[src/rtl/core/thc_pkg.sv]
// Package for the thermostat heater and fan controller.
// Holds widths, reset values, band offsets, output codes and the status struct.
// It depends on nothing; every module of the block imports it.
package thc_pkg;

    localparam int SAMPLES_PER_AVERAGE_DEF = 10;

    localparam int SAMPLE_W  = 12;
    localparam int SUM_W     = 16;
    localparam int CNT_W     = 4;
    localparam int TEMP_W    = 12;
    localparam int LIMIT_W   = 8;
    localparam int GAIN_W    = 8;
    localparam int CODE_W    = 4;
    localparam int CFG_IDX_W = 2;
    localparam int CFG_DAT_W = 12;

    // Signed width for band compares: setpoint plus or minus 64 never wraps.
    localparam int CMP_W = TEMP_W + 2;

    localparam logic [TEMP_W-1:0]  TARGET_RST = 12'd400;
    localparam logic [LIMIT_W-1:0] LIMIT_RST  = 8'd24;
    localparam logic [GAIN_W-1:0]  GAIN_RST   = 8'd178;

    localparam logic signed [CMP_W-1:0] HYST_BAND  = 14'sd32;
    localparam logic signed [CMP_W-1:0] WIDE_BAND  = 14'sd64;
    localparam logic signed [CMP_W-1:0] REARM_BAND = 14'sd24;

    localparam logic [CFG_IDX_W-1:0] REG_TARGET = 2'd0;
    localparam logic [CFG_IDX_W-1:0] REG_LIMIT  = 2'd1;
    localparam logic [CFG_IDX_W-1:0] REG_GAIN   = 2'd2;

    localparam logic [CODE_W-1:0] HEAT_FULL = 4'd0;
    localparam logic [CODE_W-1:0] HEAT_HIGH = 4'd2;
    localparam logic [CODE_W-1:0] HEAT_LOW  = 4'd5;
    localparam logic [CODE_W-1:0] HEAT_OFF  = 4'd11;

    localparam logic [CODE_W-1:0] FAN_FULL = 4'd0;
    localparam logic [CODE_W-1:0] FAN_HIGH = 4'd3;
    localparam logic [CODE_W-1:0] FAN_LOW  = 4'd6;
    localparam logic [CODE_W-1:0] FAN_OFF  = 4'd11;

    typedef struct packed {
        logic [TEMP_W-1:0] temp;
        logic              held;
        logic              heater_on;
        logic [CODE_W-1:0] heater_code;
        logic [CODE_W-1:0] fan_code;
    } t_status;

endpackage

[src/rtl/core/thc_ctrl.sv]
// Spike filter, band coders and heater hysteresis latch.
// Its state registers are the result payload. Depends on thc_pkg.
module thc_ctrl import thc_pkg::*; (
    input  logic               i_clk,
    input  logic               i_rst_n,
    input  logic               i_step,
    input  logic [TEMP_W-1:0]  i_reading,
    input  logic [TEMP_W-1:0]  i_target,
    input  logic [LIMIT_W-1:0] i_spike_limit,
    output t_status            o_status
);

    logic [TEMP_W-1:0] r_cur, n_cur;
    logic [TEMP_W-1:0] r_last, n_last;
    logic              r_hold, n_hold;
    logic              r_latch, n_latch;
    logic              r_rearm, n_rearm;
    logic [CODE_W-1:0] r_heat, n_heat;
    logic [CODE_W-1:0] r_fan, n_fan;

    logic [TEMP_W-1:0]       diff;
    logic                    spike;
    logic signed [CMP_W-1:0] t_s, tg_s;

    always_comb begin
        diff  = (i_reading > r_last) ? i_reading - r_last : r_last - i_reading;
        spike = !r_hold && (diff > {{(TEMP_W-LIMIT_W){1'b0}}, i_spike_limit});

        n_hold = spike;
        n_cur  = spike ? r_last : i_reading;
        n_last = spike ? r_last : i_reading;

        t_s  = $signed({2'b00, n_cur});
        tg_s = $signed({2'b00, i_target});

        n_heat = r_heat;
        if (t_s > tg_s - HYST_BAND && t_s < tg_s + HYST_BAND) begin
            if (r_latch) begin
                n_heat = HEAT_LOW;
            end
        end else if (t_s > tg_s - WIDE_BAND && t_s < tg_s - HYST_BAND) begin
            n_heat = HEAT_HIGH;
        end else if (t_s < tg_s - WIDE_BAND) begin
            n_heat = HEAT_FULL;
        end else begin
            n_heat = HEAT_OFF;
        end

        n_fan   = r_fan;
        n_rearm = r_rearm;
        if (t_s > tg_s && t_s < tg_s + HYST_BAND) begin
            if (!r_latch && r_rearm) begin
                n_fan   = FAN_LOW;
                n_rearm = 1'b0;
            end
        end else if (t_s > tg_s + HYST_BAND && t_s < tg_s + WIDE_BAND) begin
            n_fan = FAN_HIGH;
        end else if (t_s >= tg_s + WIDE_BAND) begin
            n_fan = FAN_FULL;
        end else begin
            n_fan = FAN_OFF;
        end
        if (t_s < tg_s - REARM_BAND) begin
            n_rearm = 1'b1;
        end

        // The latch flips only once the reading leaves the hysteresis band.
        n_latch = r_latch;
        if (!r_latch && t_s < tg_s - HYST_BAND) begin
            n_latch = 1'b1;
        end else if (r_latch && t_s > tg_s + HYST_BAND) begin
            n_latch = 1'b0;
        end
    end

    always_ff @(posedge i_clk) begin
        if (!i_rst_n) begin
            r_cur   <= '0;
            r_last  <= '0;
            r_hold  <= 1'b0;
            r_latch <= 1'b0;
            r_rearm <= 1'b1;
            r_heat  <= '0;
            r_fan   <= '0;
        end else if (i_step) begin
            r_cur   <= n_cur;
            r_last  <= n_last;
            r_hold  <= n_hold;
            r_latch <= n_latch;
            r_rearm <= n_rearm;
            r_heat  <= n_heat;
            r_fan   <= n_fan;
        end
    end

    assign o_status.temp        = r_cur;
    assign o_status.held        = r_hold;
    assign o_status.heater_on   = r_latch;
    assign o_status.heater_code = r_heat;
    assign o_status.fan_code    = r_fan;

endmodule

[src/rtl/core/thermostat_heater_fan_controller.sv]
// Top level of the thermostat heater and fan controller.
// Holds the window accumulator, the scaling pipeline and the config registers;
// depends on thc_pkg and thc_ctrl.
//
//   channel   direction  handshake              payload
//   sample    in         i_valid / o_ready      i_sample
//   result    out        o_valid / i_ready      o_updated, o_temperature, o_reading_held,
//                                               o_heater_on, o_heater_compare, o_fan_compare
//   config    in         i_cfg_valid / o_cfg_ready  i_cfg_index, i_cfg_data
//
// One sample beat is accepted every cycle while the result side is not stalled; its result beat
// follows the divide stage, the gain multiply stage and the control update.
// The pipeline moves as one: it advances whenever the result register is empty or
// its beat is being taken, so a stalled result holds the whole pipe and o_ready.
// Reset is synchronous and active low and gives the listed register defaults.
// Configuration beats are always taken; index three is ignored.
module thermostat_heater_fan_controller import thc_pkg::*; #(
    parameter int SAMPLES_PER_AVERAGE = SAMPLES_PER_AVERAGE_DEF
) (
    input  logic                 i_clk,
    input  logic                 i_rst_n,
    input  logic                 i_valid,
    output logic                 o_ready,
    input  logic [SAMPLE_W-1:0]  i_sample,
    output logic                 o_valid,
    input  logic                 i_ready,
    output logic                 o_updated,
    output logic [TEMP_W-1:0]    o_temperature,
    output logic                 o_reading_held,
    output logic                 o_heater_on,
    output logic [CODE_W-1:0]    o_heater_compare,
    output logic [CODE_W-1:0]    o_fan_compare,
    input  logic                 i_cfg_valid,
    output logic                 o_cfg_ready,
    input  logic [CFG_IDX_W-1:0] i_cfg_index,
    input  logic [CFG_DAT_W-1:0] i_cfg_data
);

    // Division of the window sum by the window length is a multiply by a
    // rounded-up reciprocal; with this shift it is exact for every 16-bit sum.
    localparam int SHIFT  = SUM_W + $clog2(SAMPLES_PER_AVERAGE);
    localparam int RCP_W  = SUM_W + 1;
    localparam int PROD_W = SHIFT + SUM_W;
    localparam logic [RCP_W-1:0] RECIP =
        RCP_W'(((64'd1 << SHIFT) + SAMPLES_PER_AVERAGE - 1) / SAMPLES_PER_AVERAGE);
    localparam logic [CNT_W:0] WIN_LEN = (CNT_W+1)'(SAMPLES_PER_AVERAGE);
    localparam int SCALE_W = SUM_W + GAIN_W;

    // Configuration registers.
    logic [TEMP_W-1:0]  r_target;
    logic [LIMIT_W-1:0] r_limit;
    logic [GAIN_W-1:0]  r_gain;

    assign o_cfg_ready = 1'b1;

    always_ff @(posedge i_clk) begin
        if (!i_rst_n) begin
            r_target <= TARGET_RST;
            r_limit  <= LIMIT_RST;
            r_gain   <= GAIN_RST;
        end else if (i_cfg_valid) begin
            unique case (i_cfg_index)
                REG_TARGET: r_target <= i_cfg_data[TEMP_W-1:0];
                REG_LIMIT:  r_limit  <= i_cfg_data[LIMIT_W-1:0];
                REG_GAIN:   r_gain   <= i_cfg_data[GAIN_W-1:0];
                default: ;
            endcase
        end
    end

    // The whole pipe steps together whenever the result slot can take a beat.
    logic adv, accept;
    assign adv     = !o_valid || i_ready;
    assign o_ready = adv;
    assign accept  = i_valid && adv;

    // Window accumulator, updated at sample acceptance.
    logic [SUM_W-1:0] r_sum, n_sum;
    logic [CNT_W-1:0] r_count, n_count;
    logic             win_end;

    always_comb begin
        n_sum   = r_sum + {{(SUM_W-SAMPLE_W){1'b0}}, i_sample};
        n_count = r_count + 1'b1;
        win_end = ({1'b0, n_count} >= WIN_LEN) || (n_count == '0);
    end

    always_ff @(posedge i_clk) begin
        if (!i_rst_n) begin
            r_sum   <= '0;
            r_count <= '0;
        end else if (accept) begin
            r_sum   <= win_end ? '0 : n_sum;
            r_count <= win_end ? '0 : n_count;
        end
    end

    // Stage 1: window sum after the accepted sample. Stage 2: average. Stage 3: scaled reading.
    logic               r_s1_valid, r_s1_end;
    logic [SUM_W-1:0]   r_s1_sum;
    logic               r_s2_valid, r_s2_end;
    logic [SUM_W-1:0]   r_s2_avg;
    logic               r_s3_valid, r_s3_end;
    logic [TEMP_W-1:0]  r_s3_reading;
    logic               r_updated;

    logic [PROD_W-1:0]  avg_prod;
    logic [SCALE_W-1:0] scale_prod;

    assign avg_prod   = PROD_W'(r_s1_sum) * PROD_W'(RECIP);
    assign scale_prod = SCALE_W'(r_s2_avg) * SCALE_W'(r_gain);

    always_ff @(posedge i_clk) begin
        if (!i_rst_n) begin
            r_s1_valid <= 1'b0;
            r_s2_valid <= 1'b0;
            r_s3_valid <= 1'b0;
            o_valid    <= 1'b0;
        end else if (adv) begin
            r_s1_valid <= accept;
            r_s2_valid <= r_s1_valid;
            r_s3_valid <= r_s2_valid;
            o_valid    <= r_s3_valid;
        end
    end

    always_ff @(posedge i_clk) begin
        if (adv) begin
            r_s1_end     <= win_end;
            r_s1_sum     <= n_sum;
            r_s2_end     <= r_s1_end;
            r_s2_avg     <= avg_prod[SHIFT +: SUM_W];
            r_s3_end     <= r_s2_end;
            r_s3_reading <= scale_prod[GAIN_W +: TEMP_W];
            r_updated    <= r_s3_end;
        end
    end

    // Control state lives in thc_ctrl and doubles as the result payload; it only
    // changes when a beat ending a window moves into the result slot.
    t_status status;

    thc_ctrl u_ctrl (
        .i_clk         (i_clk),
        .i_rst_n       (i_rst_n),
        .i_step        (adv && r_s3_valid && r_s3_end),
        .i_reading     (r_s3_reading),
        .i_target      (r_target),
        .i_spike_limit (r_limit),
        .o_status      (status)
    );

    assign o_updated        = r_updated;
    assign o_temperature    = status.temp;
    assign o_reading_held   = status.held;
    assign o_heater_on      = status.heater_on;
    assign o_heater_compare = status.heater_code;
    assign o_fan_compare    = status.fan_code;

endmodule

[config.mk]
export PLATFORM = sky130hd
export DESIGN_NAME = thermostat_heater_fan_controller
export DESIGN_NICKNAME = d
export VERILOG_FILES = /design/src/rtl/core/thc_pkg.sv /design/src/rtl/core/thc_ctrl.sv /design/src/rtl/core/thermostat_heater_fan_controller.sv
export SDC_FILE = /design/constraint.sdc
export NUM_CORES = 1
export LEC_CHECK = 0
export BUFFER_PORTS_ARGS = -buffer_cell sky130_fd_sc_hd__buf_4
export CAP_MARGIN = 15
export CORE_UTILIZATION = 50
export CTS_CLUSTER_SIZE = 30
export DETAILED_ROUTE_END_ITERATION = 8
export PLACE_DENSITY = 0.69
export SLEW_MARGIN = 10
export SYNTH_ARGS = -nofsm -noshare
export SYNTH_HDL_FRONTEND = slang
export SYNTH_SLANG_ARGS = --single-unit
[constraint.sdc]
create_clock -name i_clk -period 6.4 [get_ports i_clk]
set_clock_uncertainty 0.05 [all_clocks]
set_input_delay 1.6 -clock i_clk [delete_from_list [all_inputs] [get_ports i_clk]]
set_output_delay 1.6 -clock i_clk [all_outputs]
set_load 0.1 [all_outputs]
==> summary by stage <==
STA
Setup repair after global routing could not meet its margin everywhere. Across all hold checks on the routed design, the worst slack comes to 0.372 ns. The worst-case setup margin in the final layout is -0.393 ns. The post-route clock period utilization is 106%.

The worst slew margin relative to its limit is 21.0%. The post-layout minimum cycle time is 6.79 ns. For the pin with the worst max-slew slack, the measured transition is 1.18 ns. The peak clock frequency supported by timing is 0.147 GHz. Setup violations remaining at the end of the flow were counted as 10. The count of final hold-check violations is 0.

The number of pins with negative max-slew slack in the final report came to 0.

Placed design
Buffers placed on the I/O ports in this run total 55. The final weighted congestion in routability-driven placement is roughly 0.97. After legalization and detailed placement, the total HPWL measured approximately 32000 µm.

Finish
0 antenna diodes ended up in the layout. Compared with the post-synthesis result, the final layout area differs by 17.8%. After filler insertion, the fill cell instance count of the layout stands at 2601.

The net count of the finished layout is 2279. The share of cells above drive strength 1 is between 10% and 20%. Summing all multi-input logic gate instances after layout gives 11300 µm².

The final core area utilization is 60.2%. Summing all flip-flop and latch instances after layout gives 2900 µm².

Synth
The count of different cell masters after synthesis is 85. When the netlist entered floorplanning its net count stood at 2104. The synthesized flop and latch total is 120. The average instance in the mapped netlist occupies between 9 and 10 µm². The mapped cell area is 15200 µm².

The sequential-to-total area share from yosys stat is 18.7%. For this run, the leading register cell type out of synthesis is dfxtp_1. Of all flip-flops after synthesis, the portion carrying an async set or reset was 0%.

The number of enable-type register cells in the synthesized netlist is 45. Synthesis handed over a netlist of 1676 instances. For this run, the number of Yosys warnings is 0.

Clock network
The clock input transition at the sequential cells of the worst setup and hold paths is 0.07 ns. The number of H-tree levels is 4. Counting every sink on the clock net gives 120. The clock tree from TritonCTS is done. The maximum number of buffers from clock root to sink is 2. Clock tree synthesis selected as its root buffer the cell clkbuf_16.

Hold repair after CTS inserted 0 buffers. In this run, CTS created clock tree buffers numbering 17. The insertion delay to the later sink of the worst-skew pair is 0.43 ns.

Routing
For this run, design rule violations remaining after detail routing come to 0. The total number of vias is 12271. The wire length per cell after detailed routing is 17.1 µm. The first TritonRoute pass finished after 6 iterations.

The detailed router's first-iteration violation count is 699. In the routed layout, each cell is associated on average with a via count of ~5.4. The count of nets left with antenna violations after detail routing is 0. Summed over all layers, the routed wires come to 38500 µm.

Critical path
Across all register-to-register paths, the minimum setup slack is -0.39 ns. The worst setup path is of the reg -> reg kind. For the worst setup path, the data arrival time is roughly 7.1 ns.

Data on the critical path is required at its endpoint by 6.67 ns. The slowest stage of the critical path is the o41a_1 cell. The largest fanout on the critical path is 11. The largest single stage delay on the critical path is 0.49 ns. The start point of the critical path is r_s3_reading[0]. The reg-to-reg critical path endpoint is u_ctrl.r_latch. Counting cells, the worst reg-to-reg path comes to 39. The worst setup path is launched from a flop.

The origin of the critical flop-to-flop path is r_s3_reading[0]. The worst setup path is captured at a flop.

Die
The floorplan step defined a die boundary enclosing 31200 µm². Once the floorplan was initialized, standard cells occupied 51.1% of the core. The floorplan step set the die height to between 150 and 200 µm. From left edge to right edge, the die measures 177 µm. 57 I/O pins were placed. The row count is 63. The core area is ~30000 µm².

Run status
The run finished, with violations left. The checks that failed: setup timing.

Worst hold path
The worst hold path passes through 0 cells. The worst hold path class is reg -> reg. In this run the most critical hold path is launched from r_s2_end. For hold timing, the worst endpoint is r_s3_end.

Global routing
Entering global routing, the biggest net connects 58 pins. The sum of overflow across all layers after global routing is 0. Global routing used roughly a quarter of the available tracks across all layers.

The number of antenna violations at the first check in global routing is 0. The first global-routing pass estimated roughly 63000 µm of wire. The number of global-route vias before repair was 12350.

Run
The number of max-cap violations is 0.
==> cell usage in the layout, fill, tap and decap left out, drive strengths merged, types with 45 or more instances in the layout <==
cell type and count:
nor2 95, inv 291, edfxtp 45, and2 57, nand2 160, xnor2 63
dfxtp 75, o21ai 48, buf 205, fa 148, a21oi 73, ha 249
==> kinds of logic (layout without fill, tap and decap cells) <==
| family | count (synthesis) | count (layout) | synth area share, % |
|---|---|---|---|
| buf+inv | 337 | 525 | 8.53 |
| simple gates | 445 | 445 | 14.2 |
| other cells | 1 | 1 | 0.0246 |
| compound gates | 269 | 269 | 12.0 |
| fa+ha+maj | 405 | 405 | 40.5 |
| xor+xnor | 76 | 76 | 4.49 |
| flops | 120 | 120 | 18.7 |
| mux | 23 | 23 | 1.59 |
==> repair_timing <==
| action | in CTS | in global routing |
|---|---|---|
| hold endpoints to repair | 0 | 0 |
| resized for setup | 15 | 26 |
| setup endpoints to repair | 12 | 14 |
| pin swaps | 13 | 17 |
| setup buffers | 12 | 6 |
==> critical path, delay by kind of cell, from the launching register on <==
family,cells,cell delay (ns)
compound gates,19,3.15
xor+xnor,1,0.13
fa+ha+maj,4,0.90
buf+inv,6,0.70
flops,1,0.35
mux,1,0.27
simple gates,8,1.13
==> state kept, by name, indices dropped and copies added (netlist names), 4 cells and up <==
register       count
r_limit            8
r_s3_reading      12
r_s2_avg          13
u_ctrl.r_last     12
r_gain             8
u_ctrl.r_heat      4
u_ctrl.r_fan       4
r_target          12
r_s1_sum          16
r_count            4
r_sum             16
==> how the worst max path moves through the flow <==
stage,endpoint,depth (start not counted)
after global placement,u_ctrl.r_heat[0],38
after floorplan,u_ctrl.r_heat[0],38
after detailed placement,u_ctrl.r_heat[3],37
final,u_ctrl.r_latch,39
after global routing,u_ctrl.r_heat[0],38
after CTS,u_ctrl.r_heat[0],38
==> final cells by class <==
| type | count | share of cell area, % |
|---|---|---|
| repair buffers | 205 | 8.60 |
| clock inverters | 14 | 0.795 |
| well taps | 390 | 2.72 |
| multi-input cells | 1219 | 63.2 |
| clock buffers | 18 | 2.39 |
| flip-flops and latches | 120 | 16.2 |
| inverters | 288 | 6.08 |
==> cells in the mapped netlist, drive strengths merged (7+ instances only) <==
library cell	n	area, µm²
inv	286	1080
ha	249	3120
nand2	160	601
fa	148	2960
nor2	95	357
dfxtp	75	1500
a21oi	73	369
xnor2	63	571
and2	57	357
o21ai	48	240
edfxtp	45	1350
clkbuf	36	135
nand3	34	170
a211oi	23	178
mux2i	19	194
o21a	18	135
a21o	16	120
and3	14	87.6
buf	13	80.1
xor2	13	114
nand4	12	87.6
nor3	12	60.1
nand2b	11	68.8
nor2b	11	68.8
o211ai	11	82.6
a22oi	9	67.6
a21boi	8	60.1
maj3	8	83.8
o31ai	7	66.3
==> layer usage <==
layer	global-route usage [%]	part of all wire (%)
met4	10.9	3.9
met1	33.6	44
met5	0	0
met3	3.83	5.0
met2	42.0	47
==> metrics by stage <==
step / TNS [ns] / worst slack, ns / cells / instance area, µm²
floorplan: -2.39 / -0.325 / 1676 / 15400
finish: -3.48 / -0.393 / 2254 / 17900
global route: -7.65 / -0.830 / 2254 / 17900
global placement: -2.38 / -0.278 / 2204 / 17000
detailed placement: -3.77 / -0.398 / 2204 / 17000
CTS: -1.57 / -0.220 / 2248 / 17800
Power is left out: the tool's default activity adds up to more than one toggle a clock period on the data nets, which glitch-free logic cannot reach.
